===== config.mk =====
export PLATFORM = sky130hd
export DESIGN_NAME = dpwp_back_project
export DESIGN_NICKNAME = d
export VERILOG_FILES = /design/src/rtl/dpwp_pkg.sv /design/src/rtl/dpwp_back_project.sv
export SDC_FILE = /design/constraint.sdc
export NUM_CORES = 2
export LEC_CHECK = 0
export BUFFER_PORTS_ARGS = -buffer_cell sky130_fd_sc_hd__buf_4
export CAP_MARGIN = 20
export CORE_MARGIN = 8
export CORE_UTILIZATION = 60
export CTS_BUF_LIST = sky130_fd_sc_hd__clkbuf_8 sky130_fd_sc_hd__clkbuf_16
export CTS_CLUSTER_DIAMETER = 60
export DETAILED_ROUTE_END_ITERATION = 16
export GPL_TIMING_DRIVEN = 0
export PLACE_DENSITY = 0.83
export SYNTH_ARGS = -nofsm -noshare
export SYNTH_HDL_FRONTEND = slang
export SYNTH_SLANG_ARGS = --single-unit

===== constraint.sdc =====
create_clock -name i_clk -period 9.7 [get_ports i_clk]
set_clock_uncertainty 0.1 [all_clocks]
set_input_delay 0.97 -clock i_clk [delete_from_list [all_inputs] [get_ports i_clk]]
set_output_delay 0.97 -clock i_clk [all_outputs]
set_load 0.1 [all_outputs]

===== src/rtl/dpwp_pkg.sv =====
// Package for the depth pixel to world point block: widths, register indexes,
// reset values and fixed-point constants. No dependencies.
`timescale 1ns / 1ps

package dpwp_pkg;

    // Pixel coordinate width (valid range 8 to 16).
    localparam int COORD_BITS = 12;

    localparam int DEPTH_W    = 16;
    localparam int ROT_W      = 16;
    localparam int INV_W      = 32;
    localparam int FRAC_CAM   = 12;
    localparam int FRAC_ROT   = 14;
    localparam int FRAC_ACC   = FRAC_CAM + FRAC_ROT;

    // Magnitude of (u*16 - cx) and its signed difference.
    localparam int MAG_W      = (COORD_BITS + 4 > 16) ? COORD_BITS + 4 : 16;
    localparam int DIFF_W     = MAG_W + 1;
    // Offset times depth, then times the inverse focal length.
    localparam int PROD_W     = MAG_W + DEPTH_W;
    localparam int FULL_W     = PROD_W + INV_W;
    // Camera coordinates in Q.12 mm, signed.
    localparam int XC_W       = FULL_W - 23;
    localparam int ZC_W       = DEPTH_W + FRAC_CAM + 1;
    // Pose products and their sum.
    localparam int PX_W       = XC_W + ROT_W;
    localparam int PZ_W       = ZC_W + ROT_W;
    localparam int TR_W       = ROT_W + FRAC_ACC;
    localparam int ACC_W      = PX_W + 2;
    localparam int RND_W      = ACC_W + 1 - FRAC_ACC;

    // Register stages from the input edge to the result.
    localparam int LAT        = 7;

    localparam int CFG_W      = 64;
    localparam int CFG_IDX_W  = 3;

    typedef enum logic [CFG_IDX_W-1:0] {
        CFG_DEPTH_WINDOW    = 3'd0,
        CFG_SWAP_BYTES      = 3'd1,
        CFG_PRINCIPAL_POINT = 3'd2,
        CFG_INVERSE_FOCAL   = 3'd3,
        CFG_POSE_ROW_X      = 3'd4,
        CFG_POSE_ROW_Y      = 3'd5,
        CFG_POSE_ROW_Z      = 3'd6
    } t_cfg_index;

    localparam logic [DEPTH_W-1:0] NO_RETURN = 16'hFFFF;

    localparam logic [31:0] RST_DEPTH_WINDOW    = {16'd3000, 16'd150};
    localparam logic [31:0] RST_PRINCIPAL_POINT = 32'd0;
    localparam logic [63:0] RST_INVERSE_FOCAL   = 64'd0;
    localparam logic [63:0] RST_POSE_ROW_X      = 64'h0000_0000_0000_4000;
    localparam logic [63:0] RST_POSE_ROW_Y      = 64'h0000_0000_4000_0000;
    localparam logic [63:0] RST_POSE_ROW_Z      = 64'h0000_4000_0000_0000;

    // Half an LSB for the camera rounding (24 bits dropped) and the world
    // rounding (26 bits dropped).
    localparam logic [FULL_W:0] BP_ROUND = {{(FULL_W - 23){1'b0}}, 1'b1, 23'd0};
    localparam logic [ACC_W:0]  WR_ROUND =
        {{(ACC_W - FRAC_ACC + 1){1'b0}}, 1'b1, {(FRAC_ACC - 1){1'b0}}};

    localparam logic [RND_W-1:0] SAT_POS_MAG = RND_W'(32767);
    localparam logic [RND_W-1:0] SAT_NEG_MAG = RND_W'(32768);
    localparam logic [15:0]      SAT_POS     = 16'h7FFF;
    localparam logic [15:0]      SAT_NEG     = 16'h8000;

endpackage


===== src/rtl/dpwp_back_project.sv =====
// One camera axis of the back-projection: |offset| * depth * inverse focal,
// rounded half away from zero to Q.12 mm. Three register stages. Uses dpwp_pkg.
`timescale 1ns / 1ps

module dpwp_back_project (
    input  logic                             i_clk,
    input  logic                             i_neg,
    input  logic [dpwp_pkg::MAG_W-1:0]       i_mag,
    input  logic [dpwp_pkg::DEPTH_W-1:0]     i_depth,
    input  logic [dpwp_pkg::INV_W-1:0]       i_inv,
    output logic signed [dpwp_pkg::XC_W-1:0] o_coord
);
    import dpwp_pkg::*;

    logic              r_neg2;
    logic              r_neg3;
    logic [PROD_W-1:0] r_p;
    logic [FULL_W-1:0] r_prod;
    logic [FULL_W:0]   n_sum;
    logic [XC_W-1:0]   n_mag;
    logic [XC_W-1:0]   r_coord;

    // Stage 2: offset times depth. Stage 3: times the inverse focal length.
    always_ff @(posedge i_clk) begin
        r_neg2 <= i_neg;
        r_p    <= PROD_W'(i_mag) * PROD_W'(i_depth);
        r_neg3 <= r_neg2;
        r_prod <= FULL_W'(r_p) * FULL_W'(i_inv);
    end

    always_comb begin
        n_sum = {1'b0, r_prod} + BP_ROUND;
        n_mag = n_sum[FULL_W:24];
    end

    // Stage 4: round, then restore the sign of the offset.
    always_ff @(posedge i_clk) begin
        r_coord <= r_neg3 ? (XC_W'(0) - n_mag) : n_mag;
    end

    assign o_coord = $signed(r_coord);

endmodule


### Yosys cells after proc, flatten, opt, wreduce, memory -nomap -nowiden

Index checks and enable logic that the tools add are counted.

| storage, ports and cells | value |
|---|---|
| bits in registers | 139 |
| input bits | 66 |
| output and inout port bits | 41 |
| logic and storage cells | 10 |

| operators by class | value |
|---|---|
| add/subtract/negate cells | 2 |
| multiply operators | 2 |
| multiplexer cells | 1 |

Operators with widths:

| kind | count |
|---|---|
| $add A64 B24 Y65 const B | 1 |
| $mul A32 B32 Y64 | 1 |
| $mux W41 | 1 |
| $sub A1 B41 Y41 const A | 1 |
| $mul A16 B16 Y32 | 1 |

### Depth between registers and ports, before layout

| depth | value |
|---|---|
| depth in word-level cells | 3 |
| mapped depth | 28 |
| gate-level depth less buffers | 26 |

### Least setup slack after synthesis

Ideal clock, no wire load.

| path | value |
|---|---|
| path kind | input-to-reg |
| start | in i_inv[2] (netlist bit) |
| end | reg r_prod[43] |
| library setup time | 72 ps |
| arrival | 7930 ps |
| data required time | 9528 ps |
| path slack | 1597 ps |
| cell stages on the path | 24 |
| path buffers | 1 |
| cell sequence | clkbuf_1 > and2_1 > fa_1 > inv_1 > fa_1 > fa_1 > fa_1 > inv_1 > fa_1 > inv_1 > fa_1 > inv_1 > fa_1 > fa_1 > ha_1 > a21oi_1 > o221ai_1 > a31o_2 > a221oi_1 > a31oi_1 > a41oi_1 > nor3_1 > a2111oi_0 > xnor2_1 |

| between the ends | value |
|---|---|
| longest elaborated chain between the ends | 1 |

RTL lines:

| what | line | source |
|---|---|---|
| start: declaration | dpwp_back_project.sv:10 | `input logic [dpwp_pkg::INV_W-1:0] i_inv,` |
| $mul A32 B32 Y64 | dpwp_back_project.sv:28 | `r_prod <= FULL_W'(r_p) * FULL_W'(i_inv);` |
| end signal: assignment | dpwp_back_project.sv:28 |  |
| end: declaration | dpwp_back_project.sv:18 | `logic [FULL_W-1:0] r_prod;` |

No other way between the ends.

### Worst setup path after layout

| path | value |
|---|---|
| start | in i_inv[5] (netlist bit) |
| end | reg r_prod[62] |

Same word-level chain as after synthesis.

==> results.cfg <==
[die]
die_x_microns = 292
pin_count = 107
die_area_sq_um = 85000
start_util = 0.603
num_rows = 101
core-area_sq_um = 75600
die_y_microns = 292

[layout]
drive_above_1_share = 0.0352
nNetsFinal = 6654
syn2layout_area_growth_pct = 6.04
stdcell_count = 6142

[detailed_routing]
viasPerCell = 5.97
wl_per_cell_microns = 24.6
dr.pass1.iters = 6
route.antenna.remaining_nets = 0
routed_wl_mm = 151
via_count = 36638
route.detailed.drc = 0
dr.first_iter.drc_count = 3981

[worst_setup_path]
crit_family = adder cells
cp_num_buf_inv = 6
critical_path_class = input pin to flop
worst_ep_required_time_ns = 9.93
path_common_cell = fa_1
end_kind = flop
worstReg2RegStart = r_p[16]
critPathMaxStageDelay_ns = 0.56
crit_path_max_fanout = 10
cp-startpoint = i_inv[5]
cp.arrival_ns = 9.82
crit_slowest_cell = fa_1
critPathLaunchType = input pin

[placed_design]
port_buffers = 106
place.gp.congestion = 1.10
hpwlAfterDp_mm = 125
dpl.cell_count = 6092

[timing]
layout_min_cycle_time_ns = 9.59
rsz0062_at_grt = false
drv_slew = 0
max_freq_ghz = 0.104
finalSetupViolations = 0
finalCritPeriodShare = 0.989
worstMarginPinSlew_ns = 1.33
slew_headroom = 0.112
finalHoldViolCount = 0

[global_route]
grt_first_pass_wirelength_mm = 226
grt-ovfl-total = 0
grt_usage = 0.356
antenna_found_initial = 13
grt_pass1_vias = 37956
grt_max_degree = 17

[synthesis]
synth.distinct_cells = 81
synth-edff-count = 0
synth_area_leaders = fa_1, and2_1, ha_1
syn_area_sq_um = 45600
synth_seq_area_share = 0.0510
synth_nets = 6529
yosys_warnings = 0
yosys.area.top_type = fa_1
synth-main-ff-cell = dfxtp_1
synth_top_area_frac = 0.479
synth_cells = 5008
ys_seq_elements = 116
syn_area_per_cell_sq_um = 9.10
async_flop_share = 0

[clock_tree]
cts-buffers-inserted = 17
ctsLongestPathBuffers = 2
postCtsSetupBuffers = 0
cts_tree = done
htree_num_levels = 4
cts_hold_buf = 0
path_clk_slew_ns = 0.07
clkLatencyLatePin_ns = 0.50
root_buffer = clkbuf_16
clock-sinks = 116

[hold_path]
min_path_type = flop to flop
min_from = r_neg2

[run]
cap_violations = 0

[run_status]
status = finished clean
[cell usage in the layout (no fill, tap or decap), drive strengths merged, types with 15 or more instances in the layout]
cell type and n:
inv 1135, fa 1089, and2 748, nand2 616, ha 366, clkbuf 264, buf 118, dfxtp 116
xnor2 102, a21oi 79, nor2 65, o21ai 61, xor2 43, nand3 35, nand4 34, nor3 28
a21o 28, diode 18, nand2b 17, and3 16, a31oi 15
[kinds of logic after synthesis]
kind of cell	synth area share
DFF	0.0510
muxes	0.000220
and+or+nand+nor	0.186
AOI/OAI and AO/OA	0.0416
xor gates and xnor gates	0.0280
adders and majority gates	0.579
buffers and inverters	0.114
[metal layers]
metal  global-route usage  wire (microns)
met5                    0              21
met3                0.144           22000
met4                0.230           12400
met2                0.538           65200
met1                0.420           51400
[Yosys cell counts, drive strengths merged, types with 15 or more instances]
cell	number
nand3	35
nor3	28
nor2	65
xnor2	102
inv	1125
dfxtp	116
nand2b	17
xor2	43
a21o	28
fa	1089
and3	16
o21ai	61
and2	748
nand2	616
clkbuf	251
a31oi	15
ha	366
nand4	34
a21oi	79
[what timing repair did]
| action | in CTS | in global routing |
|---|---|---|
| gates resized for setup | 1 | 10 |
| setup endpoints to repair | 2 | 2 |
| pin swaps | 0 | 0 |
[final timing paths]
| path | end | slack [ns] | cells past startpoint |
|---|---|---|---|
| hold reg to reg | r_neg3 | 0.23 | 0 |
| setup / recovery | r_prod[62] | 0.11 | 25 |
| setup reg to reg | r_prod[62] | 0.13 | 24 |
| hold / removal | r_neg3 | 0.23 | 0 |
[layout make-up]
class,instances,area (sq um)
tap,978,1220
inverter,1125,4220
multi-input combinational,3508,38000
fill,6231,27300
clock buffer,17,425
buffer,255,981
clock inverter,15,209
antenna,18,45.0
sequential,116,2320
timing repair buffer,110,852
[through the flow]
step,util,setup WS [ns],cell area [sq um],hold slack [ns],TNS (ns)
4_1_cts,0.638,0.157,48200,0.229,0
2_1_floorplan,-,1.60,45600,0.210,0
3_3_place_gp,0.630,-0.604,47600,0.214,-4.00
5_1_grt,0.639,0.00379,48300,0.231,0
3_5_place_dp,0.630,-0.647,47600,0.212,-4.95
6_report,0.639,0.106,48300,0.230,0
[state kept, by name, indices dropped and copies added, names as in the netlist]
register,cells
o_coord,41
r_prod,41
r_p,32
r_neg2,1
r_neg3,1
Power is not shown: default switching activity piles up to over one toggle a cycle in this logic, so the estimate is an artifact.
